--- src/hw/rtl/bgc_pkg.sv ---
// Shared types and constants of the bar gauge cell updater.
package bgc_pkg;

  // Defaults of the top-level parameters.
  localparam int unsigned MAX_CELLS_DEF  = 64;
  localparam int unsigned VALUE_BITS_DEF = 16;

  // Fixed field widths.
  localparam int unsigned DATA_W      = 16;
  localparam int unsigned CELLS_REG_W = 7;
  localparam int unsigned TARGET_W    = 16;
  localparam int unsigned IDX_W       = 6;
  localparam int unsigned CNT_W       = 7;

  // Depth of the command queue between the front and back ends.
  localparam int unsigned FIFO_DEPTH = 2;

  // Configuration register indexes.
  typedef enum logic [0:0] {
    REG_FULL_SCALE = 1'b0,
    REG_CELL_COUNT = 1'b1
  } cfg_reg_e;

  // One classified update, handed from the front end to the back end.
  typedef struct packed {
    logic [TARGET_W-1:0] target;
    logic [CNT_W-1:0]    lo;
    logic [CNT_W-1:0]    hi;
    logic                clr;
    logic                events;
    logic                changed;
  } cmd_t;

endpackage

--- src/hw/rtl/bgc_if.sv ---
// Valid/ready channel interfaces for gauge updates and cell events.
interface bgc_in_if;
  logic                          valid;
  logic                          ready;
  logic [bgc_pkg::DATA_W-1:0]    new_value;
  logic                          rebuild;
  logic [bgc_pkg::TARGET_W-1:0]  target_id;

  modport source (output valid, new_value, rebuild, target_id, input ready);
  modport sink   (input valid, new_value, rebuild, target_id, output ready);
endinterface

interface bgc_out_if;
  logic                          valid;
  logic                          ready;
  logic [bgc_pkg::TARGET_W-1:0]  target_out;
  logic                          cell_valid;
  logic [bgc_pkg::IDX_W-1:0]     cell_index;
  logic                          clearing;
  logic                          changed;
  logic                          last;

  modport source (output valid, target_out, cell_valid, cell_index, clearing, changed, last,
                  input ready);
  modport sink   (input valid, target_out, cell_valid, cell_index, clearing, changed, last,
                  output ready);
endinterface

--- src/hw/rtl/bgc_div.sv ---
// Iterative restoring divider, one quotient bit per cycle.
module bgc_div #(
  parameter int unsigned DW = 23
) (
  input  logic                       clk_i,
  input  logic                       rst_ni,
  input  logic                       start_i,
  input  logic [DW-1:0]              dividend_i,
  input  logic [bgc_pkg::DATA_W-1:0] divisor_i,
  output logic                       busy_o,
  output logic [DW-1:0]              quotient_o
);
  import bgc_pkg::*;

  localparam int unsigned CW = $clog2(DW + 1);

  logic [DATA_W-1:0] rem_q, rem_d;
  logic [DW-1:0]     quo_q, quo_d;
  logic [CW-1:0]     cnt_q, cnt_d;
  logic              busy_q, busy_d;
  logic [DATA_W:0]   trial;
  logic [DATA_W:0]   diff;
  logic              ge;

  // One shift-and-subtract step.
  assign trial = {rem_q, quo_q[DW-1]};
  assign diff  = trial - {1'b0, divisor_i};
  assign ge    = (trial >= {1'b0, divisor_i});

  always_comb begin
    rem_d  = rem_q;
    quo_d  = quo_q;
    cnt_d  = cnt_q;
    busy_d = busy_q;
    if (start_i) begin
      rem_d  = '0;
      quo_d  = dividend_i;
      cnt_d  = CW'(DW);
      busy_d = 1'b1;
    end else if (busy_q) begin
      rem_d  = ge ? diff[DATA_W-1:0] : trial[DATA_W-1:0];
      quo_d  = {quo_q[DW-2:0], ge};
      cnt_d  = cnt_q - CW'(1);
      busy_d = (cnt_q != CW'(1));
    end
  end

  // Control state.
  always_ff @(posedge clk_i or negedge rst_ni) begin
    if (!rst_ni) begin
      cnt_q  <= '0;
      busy_q <= 1'b0;
    end else begin
      cnt_q  <= cnt_d;
      busy_q <= busy_d;
    end
  end

  // Datapath.
  always_ff @(posedge clk_i) begin
    rem_q <= rem_d;
    quo_q <= quo_d;
  end

  assign busy_o     = busy_q;
  assign quotient_o = quo_q;

endmodule

--- src/hw/rtl/bgc_front.sv ---
// Front end: configuration, value scaling, rounding and update classification.
module bgc_front #(
  parameter int unsigned MAX_CELLS  = bgc_pkg::MAX_CELLS_DEF,
  parameter int unsigned VALUE_BITS = bgc_pkg::VALUE_BITS_DEF
) (
  input  logic                       clk_i,
  input  logic                       rst_ni,
  bgc_in_if.sink                     in_i,
  input  logic                       cfg_we_i,
  input  bgc_pkg::cfg_reg_e          cfg_index_i,
  input  logic [bgc_pkg::DATA_W-1:0] cfg_data_i,
  output logic                       push_o,
  output bgc_pkg::cmd_t              cmd_o,
  input  logic                       full_i
);
  import bgc_pkg::*;

  localparam int unsigned CW = $clog2(MAX_CELLS + 1);
  localparam int unsigned PW = VALUE_BITS + CW;

  typedef enum logic [2:0] {
    ST_IDLE = 3'b001,
    ST_DIV  = 3'b010,
    ST_PUSH = 3'b100
  } state_e;

  state_e                 state_q, state_d;
  logic [DATA_W-1:0]      full_scale_q;
  logic [CELLS_REG_W-1:0] cell_count_q;
  logic [VALUE_BITS-1:0]  prev_q;
  logic [VALUE_BITS-1:0]  val_q;
  logic [VALUE_BITS-1:0]  prev_item_q;
  logic                   rebuild_q;
  logic [TARGET_W-1:0]    target_q;
  logic [CW-1:0]          cells_q;

  logic                   accept;
  logic [VALUE_BITS-1:0]  val_in;
  logic [CW-1:0]          cells_now;
  logic [PW-1:0]          prod_new, prod_old;
  logic                   busy_new, busy_old;
  logic [PW-1:0]          quo_new, quo_old;
  logic [PW-1:0]          qn, qo, cn_w, co_w;
  logic [CW-1:0]          cn, co;

  assign in_i.ready = (state_q == ST_IDLE);
  assign accept     = in_i.valid && in_i.ready;
  assign val_in     = in_i.new_value[VALUE_BITS-1:0];
  assign cells_now  = (cell_count_q > CELLS_REG_W'(MAX_CELLS)) ? CW'(MAX_CELLS)
                                                               : cell_count_q[CW-1:0];

  // Scale both values by the cell count; the dividers register the products.
  assign prod_new = PW'(val_in) * PW'(cells_now);
  assign prod_old = PW'(prev_q) * PW'(cells_now);

  bgc_div #(.DW(PW)) u_div_new (
    .clk_i      (clk_i),
    .rst_ni     (rst_ni),
    .start_i    (accept),
    .dividend_i (prod_new),
    .divisor_i  (full_scale_q),
    .busy_o     (busy_new),
    .quotient_o (quo_new)
  );

  bgc_div #(.DW(PW)) u_div_old (
    .clk_i      (clk_i),
    .rst_ni     (rst_ni),
    .start_i    (accept),
    .dividend_i (prod_old),
    .divisor_i  (full_scale_q),
    .busy_o     (busy_old),
    .quotient_o (quo_old)
  );

  // Rounding rules and saturation of both counts.
  always_comb begin
    qn   = (full_scale_q == '0) ? '0 : quo_new;
    qo   = (full_scale_q == '0) ? '0 : quo_old;
    cn_w = qn;
    co_w = qo;
    if (prev_item_q == '0) begin
      if ((val_q != '0) && (qn == '0)) cn_w = PW'(1);
    end else if (qn == '0) begin
      if (qo == '0) co_w = PW'(1);
      cn_w = (val_q != '0) ? PW'(1) : '0;
    end
    cn = (cn_w > PW'(cells_q)) ? cells_q : cn_w[CW-1:0];
    co = (co_w > PW'(cells_q)) ? cells_q : co_w[CW-1:0];
  end

  // Classify the update into a cell range or a status-only result.
  always_comb begin
    cmd_o.target  = target_q;
    cmd_o.lo      = '0;
    cmd_o.hi      = CNT_W'(cn);
    cmd_o.clr     = 1'b0;
    cmd_o.changed = 1'b1;
    cmd_o.events  = (target_q != '0) && (cn != '0);
    if (!rebuild_q) begin
      if (co == cn) begin
        cmd_o.changed = 1'b0;
        cmd_o.events  = 1'b0;
      end else begin
        cmd_o.events = (target_q != '0);
        if (cn > co) begin
          cmd_o.lo = CNT_W'(co);
          cmd_o.hi = CNT_W'(cn);
        end else begin
          cmd_o.lo  = CNT_W'(cn);
          cmd_o.hi  = CNT_W'(co);
          cmd_o.clr = 1'b1;
        end
      end
    end
  end

  assign push_o = (state_q == ST_PUSH) && !full_i;

  // Sequencer.
  always_comb begin
    state_d = state_q;
    case (state_q)
      ST_IDLE: begin
        if (accept) state_d = ST_DIV;
      end
      ST_DIV: begin
        if (!busy_new && !busy_old) state_d = ST_PUSH;
      end
      ST_PUSH: begin
        if (!full_i) state_d = ST_IDLE;
      end
      default: state_d = ST_IDLE;
    endcase
  end

  // Control state, configuration and stored previous value.
  always_ff @(posedge clk_i or negedge rst_ni) begin
    if (!rst_ni) begin
      state_q      <= ST_IDLE;
      full_scale_q <= DATA_W'(1);
      cell_count_q <= CELLS_REG_W'(8);
      prev_q       <= '0;
    end else begin
      state_q <= state_d;
      if (cfg_we_i) begin
        case (cfg_index_i)
          REG_FULL_SCALE: full_scale_q <= cfg_data_i;
          REG_CELL_COUNT: cell_count_q <= cfg_data_i[CELLS_REG_W-1:0];
          default: ;
        endcase
      end
      if (accept) prev_q <= val_in;
    end
  end

  // Item payload captured at acceptance.
  always_ff @(posedge clk_i) begin
    if (accept) begin
      val_q       <= val_in;
      prev_item_q <= prev_q;
      rebuild_q   <= in_i.rebuild;
      target_q    <= in_i.target_id;
      cells_q     <= cells_now;
    end
  end

endmodule

--- src/hw/rtl/bgc_fifo.sv ---
// Small command queue between the front and back ends.
module bgc_fifo #(
  parameter int unsigned DEPTH = bgc_pkg::FIFO_DEPTH
) (
  input  logic          clk_i,
  input  logic          rst_ni,
  input  logic          push_i,
  input  bgc_pkg::cmd_t data_i,
  output logic          full_o,
  input  logic          pop_i,
  output bgc_pkg::cmd_t data_o,
  output logic          empty_o
);
  import bgc_pkg::*;

  localparam int unsigned PTR_W = (DEPTH > 1) ? $clog2(DEPTH) : 1;
  localparam int unsigned CNT_QW = $clog2(DEPTH + 1);

  cmd_t              mem_q [DEPTH];
  logic [PTR_W-1:0]  wptr_q, rptr_q;
  logic [CNT_QW-1:0] cnt_q;
  logic              do_push, do_pop;

  assign full_o  = (cnt_q == CNT_QW'(DEPTH));
  assign empty_o = (cnt_q == '0);
  assign do_push = push_i && !full_o;
  assign do_pop  = pop_i && !empty_o;
  assign data_o  = mem_q[rptr_q];

  // Pointers and fill count.
  always_ff @(posedge clk_i or negedge rst_ni) begin
    if (!rst_ni) begin
      wptr_q <= '0;
      rptr_q <= '0;
      cnt_q  <= '0;
    end else begin
      if (do_push) wptr_q <= (wptr_q == PTR_W'(DEPTH - 1)) ? '0 : wptr_q + PTR_W'(1);
      if (do_pop)  rptr_q <= (rptr_q == PTR_W'(DEPTH - 1)) ? '0 : rptr_q + PTR_W'(1);
      if (do_push && !do_pop)      cnt_q <= cnt_q + CNT_QW'(1);
      else if (do_pop && !do_push) cnt_q <= cnt_q - CNT_QW'(1);
    end
  end

  // Entry storage.
  always_ff @(posedge clk_i) begin
    if (do_push) mem_q[wptr_q] <= data_i;
  end

endmodule

--- src/hw/rtl/bgc_back.sv ---
// Back end: walks a command's cell range and emits one result per cycle while the output is ready.
module bgc_back (
  input  logic          clk_i,
  input  logic          rst_ni,
  input  logic          empty_i,
  input  bgc_pkg::cmd_t cmd_i,
  output logic          pop_o,
  bgc_out_if.source     out_o
);
  import bgc_pkg::*;

  logic                ov_q;
  logic                started_q;
  logic [CNT_W-1:0]    idx_q;
  logic [TARGET_W-1:0] target_q;
  logic                cell_valid_q, clearing_q, changed_q, last_q;
  logic [IDX_W-1:0]    cell_index_q;

  logic                load;
  logic [CNT_W-1:0]    cur;
  logic [CNT_W-1:0]    nxt;
  logic                is_last;

  // A new result enters the output register when it is free or being drained.
  assign load    = !empty_i && (!ov_q || out_o.ready);
  assign cur     = started_q ? idx_q : cmd_i.lo;
  assign nxt     = cur + CNT_W'(1);
  assign is_last = !cmd_i.events || (nxt == cmd_i.hi);
  assign pop_o   = load && is_last;

  // Control state.
  always_ff @(posedge clk_i or negedge rst_ni) begin
    if (!rst_ni) begin
      ov_q      <= 1'b0;
      started_q <= 1'b0;
      idx_q     <= '0;
    end else begin
      if (load) begin
        ov_q      <= 1'b1;
        started_q <= !is_last;
        idx_q     <= nxt;
      end else if (out_o.ready) begin
        ov_q <= 1'b0;
      end
    end
  end

  // Output payload register.
  always_ff @(posedge clk_i) begin
    if (load) begin
      target_q     <= cmd_i.target;
      cell_valid_q <= cmd_i.events;
      cell_index_q <= cmd_i.events ? cur[IDX_W-1:0] : '0;
      clearing_q   <= cmd_i.events && cmd_i.clr;
      changed_q    <= cmd_i.changed;
      last_q       <= is_last;
    end
  end

  assign out_o.valid      = ov_q;
  assign out_o.target_out = target_q;
  assign out_o.cell_valid = cell_valid_q;
  assign out_o.cell_index = cell_index_q;
  assign out_o.clearing   = clearing_q;
  assign out_o.changed    = changed_q;
  assign out_o.last       = last_q;

endmodule

--- src/hw/rtl/bar_gauge_cell_updater_top.sv ---
// Top level of the bar gauge cell updater.
//
//   Channel   Direction  Handshake             Carries
//   in_i      in         valid/ready           new_value, rebuild, target_id
//   out_o     out        valid/ready           target_out, cell_valid, cell_index,
//                                              clearing, changed, last
//   cfg       in         cfg_we_i, no wait     full_scale (index 0), cell_count (index 1)
//
// The front end takes one update at a time; its scaling is done by the two bit-serial
// dividers running side by side.
// The back end sends one result per cycle while out_o is ready, one to MAX_CELLS per update.
// A two-entry command queue lets the front end scale the next update while results drain.
// Reset is asynchronous and needs no clearing pass; a stalled output holds its result.
module bar_gauge_cell_updater_top #(
  parameter int unsigned MAX_CELLS  = bgc_pkg::MAX_CELLS_DEF,
  parameter int unsigned VALUE_BITS = bgc_pkg::VALUE_BITS_DEF
) (
  input  logic                       clk_i,
  input  logic                       rst_ni,
  bgc_in_if.sink                     in_i,
  bgc_out_if.source                  out_o,
  input  logic                       cfg_we_i,
  input  bgc_pkg::cfg_reg_e          cfg_index_i,
  input  logic [bgc_pkg::DATA_W-1:0] cfg_data_i
);
  import bgc_pkg::*;

  logic push, full, pop, empty;
  cmd_t cmd_in, cmd_out;

  // Scaling and classification.
  bgc_front #(
    .MAX_CELLS  (MAX_CELLS),
    .VALUE_BITS (VALUE_BITS)
  ) u_front (
    .clk_i       (clk_i),
    .rst_ni      (rst_ni),
    .in_i        (in_i),
    .cfg_we_i    (cfg_we_i),
    .cfg_index_i (cfg_index_i),
    .cfg_data_i  (cfg_data_i),
    .push_o      (push),
    .cmd_o       (cmd_in),
    .full_i      (full)
  );

  // Command queue.
  bgc_fifo #(.DEPTH(FIFO_DEPTH)) u_fifo (
    .clk_i   (clk_i),
    .rst_ni  (rst_ni),
    .push_i  (push),
    .data_i  (cmd_in),
    .full_o  (full),
    .pop_i   (pop),
    .data_o  (cmd_out),
    .empty_o (empty)
  );

  // Event generation.
  bgc_back u_back (
    .clk_i   (clk_i),
    .rst_ni  (rst_ni),
    .empty_i (empty),
    .cmd_i   (cmd_out),
    .pop_o   (pop),
    .out_o   (out_o)
  );

endmodule

--- src/flat_wrapper.sv ---
// flat-port wrapper written by rule: the top's interface ports become plain ports
module bar_gauge_cell_updater_top_flat import bgc_pkg::*;
#(
  parameter int unsigned MAX_CELLS  = bgc_pkg::MAX_CELLS_DEF,
  parameter int unsigned VALUE_BITS = bgc_pkg::VALUE_BITS_DEF
)
  (clk_i, rst_ni, cfg_we_i, cfg_index_i, cfg_data_i, in_i_valid, in_i_new_value, in_i_rebuild, in_i_target_id, in_i_ready, out_o_valid, out_o_target_out, out_o_cell_valid, out_o_cell_index, out_o_clearing, out_o_changed, out_o_last, out_o_ready);
  bgc_in_if in_i_i ();
  bgc_out_if out_o_i ();
  input  logic clk_i;
  input  logic rst_ni;
  input  logic cfg_we_i;
  input  bgc_pkg::cfg_reg_e cfg_index_i;
  input  logic [bgc_pkg::DATA_W-1:0] cfg_data_i;
  input wire logic [$bits(in_i_i.valid)-1:0] in_i_valid;
  input wire logic [$bits(in_i_i.new_value)-1:0] in_i_new_value;
  input wire logic [$bits(in_i_i.rebuild)-1:0] in_i_rebuild;
  input wire logic [$bits(in_i_i.target_id)-1:0] in_i_target_id;
  output wire logic [$bits(in_i_i.ready)-1:0] in_i_ready;
  output wire logic [$bits(out_o_i.valid)-1:0] out_o_valid;
  output wire logic [$bits(out_o_i.target_out)-1:0] out_o_target_out;
  output wire logic [$bits(out_o_i.cell_valid)-1:0] out_o_cell_valid;
  output wire logic [$bits(out_o_i.cell_index)-1:0] out_o_cell_index;
  output wire logic [$bits(out_o_i.clearing)-1:0] out_o_clearing;
  output wire logic [$bits(out_o_i.changed)-1:0] out_o_changed;
  output wire logic [$bits(out_o_i.last)-1:0] out_o_last;
  input wire logic [$bits(out_o_i.ready)-1:0] out_o_ready;
  assign in_i_i.valid = in_i_valid;
  assign in_i_i.new_value = in_i_new_value;
  assign in_i_i.rebuild = in_i_rebuild;
  assign in_i_i.target_id = in_i_target_id;
  assign in_i_ready = in_i_i.ready;
  assign out_o_valid = out_o_i.valid;
  assign out_o_target_out = out_o_i.target_out;
  assign out_o_cell_valid = out_o_i.cell_valid;
  assign out_o_cell_index = out_o_i.cell_index;
  assign out_o_clearing = out_o_i.clearing;
  assign out_o_changed = out_o_i.changed;
  assign out_o_last = out_o_i.last;
  assign out_o_i.ready = out_o_ready;
  bar_gauge_cell_updater_top #(.MAX_CELLS(MAX_CELLS), .VALUE_BITS(VALUE_BITS)) u_core (.clk_i(clk_i), .rst_ni(rst_ni), .in_i(in_i_i), .out_o(out_o_i), .cfg_we_i(cfg_we_i), .cfg_index_i(cfg_index_i), .cfg_data_i(cfg_data_i));
endmodule
--- config.mk ---
export PLATFORM = sky130hd
export DESIGN_NAME = bar_gauge_cell_updater_top_flat
export DESIGN_NICKNAME = d
export VERILOG_FILES = /design/src/hw/rtl/bgc_pkg.sv /design/src/hw/rtl/bgc_if.sv /design/src/hw/rtl/bgc_div.sv /design/src/hw/rtl/bgc_front.sv /design/src/hw/rtl/bgc_fifo.sv /design/src/hw/rtl/bgc_back.sv /design/src/hw/rtl/bar_gauge_cell_updater_top.sv /design/src/flat_wrapper.sv
export SDC_FILE = /design/constraint.sdc
export NUM_CORES = 1
export LEC_CHECK = 0
export BUFFER_PORTS_ARGS = -buffer_cell sky130_fd_sc_hd__buf_2
export CAP_MARGIN = 15
export CORE_MARGIN = 2
export CORE_UTILIZATION = 50
export CTS_CLUSTER_SIZE = 40
export DETAILED_ROUTE_END_ITERATION = 12
export GPL_ROUTABILITY_DRIVEN = 1
export PLACE_DENSITY = 0.69
export SETUP_SLACK_MARGIN = 0.2
export SLEW_MARGIN = 20
export SYNTH_ARGS = -nofsm -noshare
export SYNTH_HDL_FRONTEND = slang
export SYNTH_SLANG_ARGS = --single-unit
--- constraint.sdc ---
create_clock -name clk_i -period 5.2 [get_ports clk_i]
set_clock_uncertainty 0.15 [all_clocks]
set_input_delay 1.04 -clock clk_i [delete_from_list [all_inputs] [get_ports clk_i]]
set_output_delay 1.04 -clock clk_i [all_outputs]
set_load 0.005 [all_outputs]
==> metrics.md, run 1 <==
| Metric | Value |
|---|---|
| Cell area after placement | `22,410 um^2` |
| Detailed Place HPWL | `34,460 um` |
| Fin util | `0.6140` |
| Clock Latency Late Sink | `550 ps` |
| Vias per cell | `5.466` |
| Total Routing Usage GR | `0.2348` |
| Largest net degree at the start of global routing | `117` |
| Sort of element at the end of the critical path | `flip-flop` |
| Drt wl/cell | `17.88 um` |
| Peak-usage layer in the global routing report | `met2` |
| CP max FO | `8` |
| Fraction of final layout cells sized beyond drive strength 1 | `0.2156` |
| Number of vias after detailed routing | `roughly 15,000` |
| Met3 routing resource usage after global routing | `0.03516` |
| Ratio of total power to cell area | `620.7 nW/um^2` |
| Final Instance Area | `24,510 um^2` |
| Number of placement rows | `73` |
| DRC marker count from the first detailed-route iteration | `about 1,000` |
| Number of clock buffers inserted by TritonCTS | `36` |
| Max_slew headroom | `0.3303` |
| Number of antenna violations at the first check in global routing | `1` |
| Actual transition at the worst max-transition pin | `between 1000 and 1500 ps` |
| Worst Setup Start Kind | `flip-flop` |
| Total congestion overflow | `0` |
| Starting density of the core | `0.5099` |
| Hold Path Class | `reg2reg` |
| Synth-to-Final Area Change | `20.42%` |
| Chip height | `a little over 200 um` |
| Clock-pin slew of the registers on the worst-case setup and hold paths | `60 ps` |
| Async set-reset flop share out of synthesis | `0.2287` |
| Sinks on the clock net | `roughly 300` |
| Predominant post-synthesis flop cell | `sky130_fd_sc_hd__edfxtp_1` |
| H-tree depth | `2` |
| Port Buf Inserts | `82` |
| Placeable core region | `39,910 um^2` |
| I/O pin total | `83` |
| Fill cell instance count of the final layout | `3,209` |
| VDD IR max | `0.2725 mV` |
| Number of violations of the max-capacitance limit | `0` |
| Met1 Use GR | `0.3067` |
| Fin. max-slew vios | `0` |
| Horizontal extent of the die | `205.8 um` |
| Hold Slack | `321.4 ps` |
| Syn_nets | `2,319` |
| Setup slack at placement | `-338.9 ps` |
| GR met2 Demand/Resource | `0.4020` |
| Wire length reported by the detailed router | `49,120 um` |
| Count of synthesis-stage warnings from yosys | `0` |
| Post-route ant nets | `0` |
| Post-synthesis cell area | `20,350 um^2` |
| Post-synth cell types | `74` |
| Hold Vio Cnt, Final | `0` |
| Die Outline Area | `42,340 um^2` |
| Via count of the first global-routing pass | `15,380` |
| Unrepaired setup endpoints after global routing | `true` |
| Result of the run | `finished with violations` |
| Number of nets in the layout | `approximately 2,500` |
| Syn Area/Cell | `10.25 um^2` |
| Clock root buffer master | `sky130_fd_sc_hd__clkbuf_16` |
| Slack of the critical path | `-6.060 ps` |
| First-pass iteration count of the detailed router | `5` |
| TritonCTS clock tree | `done` |
| WP data required | `between 5000 and 6000 ps` |
| Number of failing setup endpoints in the final timing report | `1` |
| Sequential element share of the synthesized area | `0.4003` |
| Yosys reg bits | `293` |
| Total area of multi-input combinational cells | `11,830 um^2` |
| Maximum clock rate | `slightly below 200 MHz` |
| Post-synth EDFFs | `194` |
| # DRC | `0` |
| Period utilization | `1.001` |
| Cells after synthesis | `1,985` |
| Seq. cell area | `8149 um^2` |
| Weighted congestion at the end of routability-driven global placement | `0.8669` |
| Worst setup path class | `reg2reg` |
| Leakage | `10.89 nW` |
| Min Tclk post-route | `5206 ps` |
| Worst endpoint data arrival time | `5320 ps` |
| Count of inserted antenna diode cells | `0` |
| Violated checks | `setup timing` |
| Buffer depth of the longest clock path | `3` |
| Global-route wire length before repair | `78,310 um` |
metrics by stage:
step	total power, mW	cells	setup TNS, ps
finish	15.21	2747	-6.060
global route	16.52	2747	-2064
CTS	14.92	2737	0
detailed placement	11.98	2652	-2897
global placement	11.72	2652	-2024
floorplan	9.664	1985	-71.55
logic make-up (layout without fill, tap and decap cells):
group	count (synthesis)	after routing	share of synthesized area
and+or+nand+nor	646	646	0.1466
AOI/OAI and AO/OA	327	327	0.09977
DFF	293	293	0.4003
adders and majority gates	279	279	0.2232
buffers and inverters	278	515	0.05256
xor gates and xnor gates	82	82	0.03566
muxes	80	80	0.04199
per-layer routing:
layer | wire length [um] | vias to the layer above
li1 | - | 7207
met1 | 20830 | 7330
met2 | 24230 | 388
met3 | 2625 | 89
met4 | 1447 | 0
met5 | 0 | -
area by class of cell:
type                       instances  area share
multi-input combinational       1414      0.4828
sequential                       293      0.3325
timing repair buffer             258     0.07893
clock buffer                      49     0.04120
inverter                         191     0.02930
tap                              525     0.02680
clock inverter                    17    0.008475
report_power, final:
part | switching (mW) | total [mW] | leakage [nW] | internal [mW]
Clock | 1.01 | 2.54 | 0.589 | 1.53
Sequential | 0.588 | 4.01 | 2.95 | 3.42
Combinational | 4.64 | 8.66 | 7.35 | 4.02
Total | 6.24 | 15.2 | 10.9 | 8.97
cell usage after synthesis, types with 14 or more instances:
cell / instances / area share
sky130_fd_sc_hd__fa_1: 140 / 0.14
sky130_fd_sc_hd__dfrtp_1: 64 / 0.079
sky130_fd_sc_hd__a21o_1: 22 / 0.0081
sky130_fd_sc_hd__xor2_1: 29 / 0.012
sky130_fd_sc_hd__xnor2_1: 52 / 0.022
sky130_fd_sc_hd__mux2_2: 33 / 0.018
sky130_fd_sc_hd__nor2b_1: 22 / 0.0068
sky130_fd_sc_hd__nor2_1: 78 / 0.014
sky130_fd_sc_hd__a21oi_1: 74 / 0.018
sky130_fd_sc_hd__inv_1: 189 / 0.035
sky130_fd_sc_hd__nand2_1: 344 / 0.063
sky130_fd_sc_hd__o21ai_1: 22 / 0.0054
sky130_fd_sc_hd__and2_1: 73 / 0.022
sky130_fd_sc_hd__ha_1: 139 / 0.085
sky130_fd_sc_hd__clkbuf_1: 64 / 0.012
sky130_fd_sc_hd__mux2i_1: 40 / 0.020
sky130_fd_sc_hd__nor3_1: 21 / 0.0052
sky130_fd_sc_hd__edfxtp_1: 194 / 0.29
sky130_fd_sc_hd__nor4_1: 30 / 0.0092
sky130_fd_sc_hd__buf_1: 17 / 0.0031
sky130_fd_sc_hd__nand4_1: 19 / 0.0058
sky130_fd_sc_hd__dfxtp_1: 32 / 0.031
sky130_fd_sc_hd__a31oi_1: 14 / 0.0043
sky130_fd_sc_hd__o21ai_0: 111 / 0.027
path summary, 6_finish.rpt:
check                                                   startpoint                                      end  slack [ps]  cells after the start
worst max-delay path                u_core.u_front.cell_count_q[6]  u_core.u_front.u_div_new.quotient_o[19]          -6                     19
worst min-delay path            u_core.u_front.u_div_new.rem_q[15]       u_core.u_front.u_div_new.rem_q[15]         320                      2
worst max register to register      u_core.u_front.cell_count_q[6]  u_core.u_front.u_div_new.quotient_o[19]          -6                     19
worst min register to register  u_core.u_front.u_div_new.rem_q[15]       u_core.u_front.u_div_new.rem_q[15]         320                      2
max in group asynchronous                                   rst_ni           u_core.u_front.cell_count_q[3]        3580                      2
min in group asynchronous                                   rst_ni                   u_core.u_back.idx_q[0]         380                      1
flip-flops by register name, indices dropped and copies added (netlist names), 16 cells and up:
register	flops
u_core.u_front.prev_q	16
u_core.u_front.u_div_new.quotient_o	23
u_core.u_front.full_scale_q	16
u_core.u_front.u_div_old.rem_q	16
u_core.u_front.u_div_old.quotient_o	23
u_core.u_front.val_q	16
u_core.u_front.target_q	16
u_core.u_back.out_o.target_out	16
u_core.u_front.u_div_new.rem_q	16
u_core.u_front.prev_item_q	16
u_core.u_fifo.mem_q	66
cells in the final DEF, fill, tap and decap left out, drive strengths merged, types with 22 or more instances in the layout:
cell,netlist,layout
mux2i,40,40
fa,140,140
ha,139,139
xnor2,53,53
buf,23,258
dfxtp,32,32
clkbuf,64,49
a21oi,74,74
xor2,29,29
edfxtp,194,194
dfrtp,64,64
o21ai,133,133
nand2,344,344
nor2b,22,22
a21o,22,22
and2,73,73
nor4,30,30
nor2,78,78
inv,190,194
mux2,40,40
worst max-delay path, stage by stage, from the launching register on:
cell	delay, ps
sky130_fd_sc_hd__dfrtp_2	490
sky130_fd_sc_hd__nor2b_4	270
sky130_fd_sc_hd__buf_12	180
sky130_fd_sc_hd__buf_12	110
sky130_fd_sc_hd__nand2_1	60
sky130_fd_sc_hd__fa_1	480
sky130_fd_sc_hd__inv_1	50
sky130_fd_sc_hd__fa_1	490
sky130_fd_sc_hd__fa_1	430
sky130_fd_sc_hd__fa_1	560
sky130_fd_sc_hd__ha_4	210
sky130_fd_sc_hd__a21oi_2	140
sky130_fd_sc_hd__nor2b_1	80
sky130_fd_sc_hd__o21ai_2	210
sky130_fd_sc_hd__o2111a_1	280
sky130_fd_sc_hd__a2111oi_4	70
sky130_fd_sc_hd__a2111oi_4	270
sky130_fd_sc_hd__buf_4	180
sky130_fd_sc_hd__xor2_1	140
sky130_fd_sc_hd__o21ai_1	60
timing repair:
action / CTS / global route
pin swaps: 30 / 46
buffers inserted: 15 / 8
gates resized for setup: 50 / 80
hold buffers: 0 / 0
endpoints found under the hold margin: 0 / 0
endpoints found under the setup margin: 27 / 55
cloned: 4 / 2
Note: power is estimated with default switching activity, not from simulation.
==> run 2: changes to the inputs <==
--- a/config.mk
+++ b/config.mk
@@ -5,6 +5,7 @@
 export SDC_FILE = /design/constraint.sdc
 export NUM_CORES = 1
 export LEC_CHECK = 0
+export ABC_AREA = 1
 export BUFFER_PORTS_ARGS = -buffer_cell sky130_fd_sc_hd__buf_2
 export CAP_MARGIN = 15
 export CORE_MARGIN = 2
==> metrics.md, run 2 <==
| Metric | Value |
|---|---|
| Worst endpoint data arrival time | `5760 ps (was 5320 ps)` |
| Post-route ant nets | `0 (unchanged)` |
| WP data required | `5370 ps (was 5320 ps)` |
| Start of the worst register-to-register path | `u_core.u_front.cell_count_q[2] (was u_core.u_front.cell_count_q[6])` |
| Count of inserted antenna diode cells | `0 (unchanged)` |
| Clock Latency Late Sink | `580 ps (was 550 ps)` |
| Ordered list of cells on the worst path | `or4_4 > o31ai_4 > nand2_2 > clkinv_4 > buf_12 > buf_6 > nand2_4 > fa_1 > inv_2 > fa_1 > fa_1 > fa_1 > ha_4 > a21oi_4 > buf_6 > nand2_4 > nand2_2 > o211ai_1 > nand2_1 > nand3_2 > o21ai_2 > a21oi_1 > o21bai_1 (was nor2b_4 > buf_12 > buf_12 > nand2_1 > fa_1 > inv_1 > fa_1 > fa_1 > fa_1 > ha_4 > a21oi_2 > nor2b_1 > o21ai_2 > o2111a_1 > a2111oi_4 > a2111oi_4 > buf_4 > xor2_1 > o21ai_1)` |
| Number of violations of the max-capacitance limit | `0 (unchanged)` |
| Fin. max-slew vios | `0 (unchanged)` |
| Weighted congestion at the end of routability-driven global placement | `0.9320 (was 0.8669)` |
| Cell area after placement | `23,440 um^2 (was 22,410 um^2)` |
| Most frequent cells in the layout | `sky130_fd_sc_hd__nand2_1 (629), sky130_fd_sc_hd__inv_1 (322), sky130_fd_sc_hd__edfxtp_1 (194), sky130_fd_sc_hd__buf_4 (173), sky130_fd_sc_hd__nor2_1 (161) (was sky130_fd_sc_hd__nand2_1 (334), sky130_fd_sc_hd__edfxtp_1 (194), sky130_fd_sc_hd__inv_1 (182), sky130_fd_sc_hd__buf_4 (154), sky130_fd_sc_hd__fa_1 (137))` |
| Result of the run | `finished with violations (unchanged)` |
| Worst Setup Start Kind | `flip-flop (unchanged)` |
| Synth-to-Final Area Change | `23.90% (was 20.42%)` |
| CP max FO | `4 (was 8)` |
| Placeable core region | `41,670 um^2 (was 39,910 um^2)` |
| Post-synthesis cell area | `20,980 um^2 (was 20,350 um^2)` |
| Total Routing Usage GR | `0.2429 (was 0.2348)` |
| Slowest cell on the critical path | `sky130_fd_sc_hd__fa_1 (unchanged)` |
| Die Outline Area | `43,610 um^2 (was 42,340 um^2)` |
| Worst setup path class | `reg2reg (unchanged)` |
| Most common cell in the netlist | `sky130_fd_sc_hd__nand2_1 (unchanged)` |
| Post-synth cell types | `56 (was 74)` |
| Leakage | `12.23 nW (was 10.89 nW)` |
| Top cells by area, synth | `sky130_fd_sc_hd__edfxtp_1 (28%), sky130_fd_sc_hd__fa_1 (13%), sky130_fd_sc_hd__nand2_1 (12%) (was sky130_fd_sc_hd__edfxtp_1 (29%), sky130_fd_sc_hd__fa_1 (14%), sky130_fd_sc_hd__ha_1 (8.5%))` |
| Violated checks | `setup timing (unchanged)` |
| Fin util | `0.6238 (was 0.6140)` |
| Async set-reset flop share out of synthesis | `0.2287 (unchanged)` |
| Syn_nets | `2,745 (was 2,319)` |
| Hold Path Class | `reg2reg (unchanged)` |
| Chip height | `208.8 um (was 205.8 um)` |
| VDD IR max | `0.3281 mV (was 0.2725 mV)` |
| Source of the worst hold timing path | `u_core.u_front.u_div_old.rem_q[15] (was u_core.u_front.u_div_new.rem_q[15])` |
| Most common cell after layout, fill and taps aside | `sky130_fd_sc_hd__nand2_1 (unchanged)` |
| Clock root buffer master | `sky130_fd_sc_hd__clkbuf_16 (unchanged)` |
| Count of synthesis-stage warnings from yosys | `0 (unchanged)` |
| Power, Total | `16.88 mW (was 15.21 mW)` |
| Sinks on the clock net | `293 (unchanged)` |
| Slack of the critical path | `-394.0 ps (was -6.060 ps)` |
| Predominant post-synthesis flop cell | `sky130_fd_sc_hd__edfxtp_1 (unchanged)` |
| Actual transition at the worst max-transition pin | `986.3 ps (was 1003 ps)` |
| Starting density of the core | `0.5035 (was 0.5099)` |
| Cell occurring most often along the worst timing path | `sky130_fd_sc_hd__fa_1 (unchanged)` |
| Drt wl/cell | `16.45 um (was 17.88 um)` |
| Wire length reported by the detailed router | `53,070 um (was 49,120 um)` |
| TritonCTS clock tree | `done (unchanged)` |
| Clock-pin slew of the registers on the worst-case setup and hold paths | `70 ps (was 60 ps)` |
| Detailed Place HPWL | `39,390 um (was 34,460 um)` |
| Final Instance Area | `25,990 um^2 (was 24,510 um^2)` |
| Period utilization | `1.076 (was 1.001)` |
| Number of vias after detailed routing | `17,230 (was 15,010)` |
| Fraction of post-synthesis cell area in the top cell type by area | `0.2777 (was 0.2862)` |
| Number of antenna violations at the first check in global routing | `0 (was 1)` |
| I/O pin total | `83 (unchanged)` |
| Crit-path max cell delay | `600 ps (was 560 ps)` |
| Via count of the first global-routing pass | `17,350 (was 15,380)` |
| Setup slack at placement | `-711.4 ps (was -338.9 ps)` |
| Hold Slack | `316.0 ps (was 321.4 ps)` |
| Maximum clock rate | `178.8 MHz (was 192.1 MHz)` |
| Sort of element at the end of the critical path | `flip-flop (unchanged)` |
| Largest net degree at the start of global routing | `77 (was 117)` |
| Reg with most FFs | `u_core.u_fifo.mem_q (unchanged)` |
| Largest area contributor in the netlist | `sky130_fd_sc_hd__edfxtp_1 (unchanged)` |
| First-pass iteration count of the detailed router | `6 (was 5)` |
| Number of failing setup endpoints in the final timing report | `29 (was 1)` |
| Min Tclk post-route | `5594 ps (was 5206 ps)` |
| Origin of the worst setup path | `u_core.u_front.cell_count_q[2] (was u_core.u_front.cell_count_q[6])` |
| Ratio of total power to cell area | `649.6 nW/um^2 (was 620.7 nW/um^2)` |
| Max_slew headroom | `0.3418 (was 0.3303)` |
| Cells after synthesis | `2,411 (was 1,985)` |
| Most numerous cell types in the synthesized netlist | `sky130_fd_sc_hd__nand2_1 (666), sky130_fd_sc_hd__inv_1 (340), sky130_fd_sc_hd__edfxtp_1 (194) (was sky130_fd_sc_hd__nand2_1 (344), sky130_fd_sc_hd__edfxtp_1 (194), sky130_fd_sc_hd__inv_1 (189))` |
| Buffer depth of the longest clock path | `3 (unchanged)` |
| DRC marker count from the first detailed-route iteration | `1,263 (was 1,037)` |
| Max reg flops | `66 (unchanged)` |
| Horizontal extent of the die | `208.8 um (was 205.8 um)` |
| Sequential element share of the synthesized area | `0.3883 (was 0.4003)` |
| Yosys reg bits | `293 (unchanged)` |
| Number of clock buffers inserted by TritonCTS | `31 (was 36)` |
| Port Buf Inserts | `82 (unchanged)` |
| Vias per cell | `5.342 (was 5.466)` |
| Global-route wire length before repair | `86,560 um (was 78,310 um)` |
| Fraction of final layout cells sized beyond drive strength 1 | `0.2155 (was 0.2156)` |
| Hold Vio Cnt, Final | `0 (unchanged)` |
| # DRC | `0 (unchanged)` |
| H-tree depth | `1 (was 2)` |
| Number of nets in the layout | `2,997 (was 2,528)` |
| Post-synth EDFFs | `194 (unchanged)` |
| Unrepaired setup endpoints after global routing | `true (unchanged)` |
| Number of placement rows | `75 (was 73)` |
| Total congestion overflow | `0 (unchanged)` |
| Syn Area/Cell | `8.701 um^2 (was 10.25 um^2)` |
## run 2: changes by cell type in the layout (fill, tap and decap cells not counted), sizes merged, moves of 37 or more
cell	change
and2	-73
inv	+146
mux2	-40
mux2i	-37
nand2	+334
nand3	+94
nor2	+100
## run 2: where the power goes
| group | total, mW | internal (mW) | switching [mW] |
|---|---|---|---|
| clock | 2.48 | 1.56 | 0.921 |
| combinational | 10.3 | 4.61 | 5.73 |
| sequential | 4.07 | 3.53 | 0.533 |
## run 2: cell type report
type,instances,area (um^2)
clock inverter,15,247.7
fill,3440,15670
clock buffer,42,904.6
multi-input combinational,1701,12470
timing repair inverter,1,11.26
timing repair buffer,292,2230
tap,539,674.4
sequential,293,8147
inverter,343,1309
## run 2: logic make-up (layout without fill, tap and decap cells)
logic type | Yosys count | count (layout) | share of synthesized area
simple gates | 1050 | 1050 | 0.2089
buf+inv | 417 | 693 | 0.07718
compound gates | 308 | 308 | 0.08148
flops | 293 | 293 | 0.3883
fa+ha+maj | 279 | 279 | 0.2165
xor+xnor | 61 | 61 | 0.02612
mux | 3 | 3 | 0.001432
## run 2: layer usage
metal,part of all wire,global-route usage,up-vias
met5,0,0,-
met4,0.024,0.06330,0
met3,0.048,0.02615,89
met2,0.49,0.4243,447
met1,0.44,0.3240,8399
li1,-,-,8298
## run 2: metrics by stage
step,instances,setup TNS (ps)
2_1_floorplan,2411,-1191
3_3_place_gp,3120,-5598
3_5_place_dp,3120,-7903
4_1_cts,3206,-5201
5_1_grt,3226,-13530
6_report,3226,-7968
## run 2: worst paths after layout
check | cells past startpoint | slack, ps | end
worst max-delay path | 23 | -390 | u_core.u_front.u_div_new.quotient_o[22]
worst min-delay path | 2 | 320 | u_core.u_front.u_div_old.rem_q[15]
worst max register to register | 23 | -390 | u_core.u_front.u_div_new.quotient_o[22]
worst min register to register | 2 | 320 | u_core.u_front.u_div_old.rem_q[15]
max in group asynchronous | 1 | 3820 | u_core.u_front.prev_q[0]
min in group asynchronous | 1 | 480 | u_core.u_fifo.wptr_q
## run 2: critical path, delay by kind of cell, from the launching register on
family | cells | cell delay (ps)
compound gates | 6 | 940
flops | 1 | 380
fa+ha+maj | 5 | 2340
buf+inv | 5 | 520
simple gates | 7 | 1010
## run 2: timing repair
action	CTS	global route
pin swaps	96	74
setup buffers	26	20
gates cloned	3	0
endpoints found under the setup margin	36	66
gates resized for setup	129	116
hold buffers	0	0
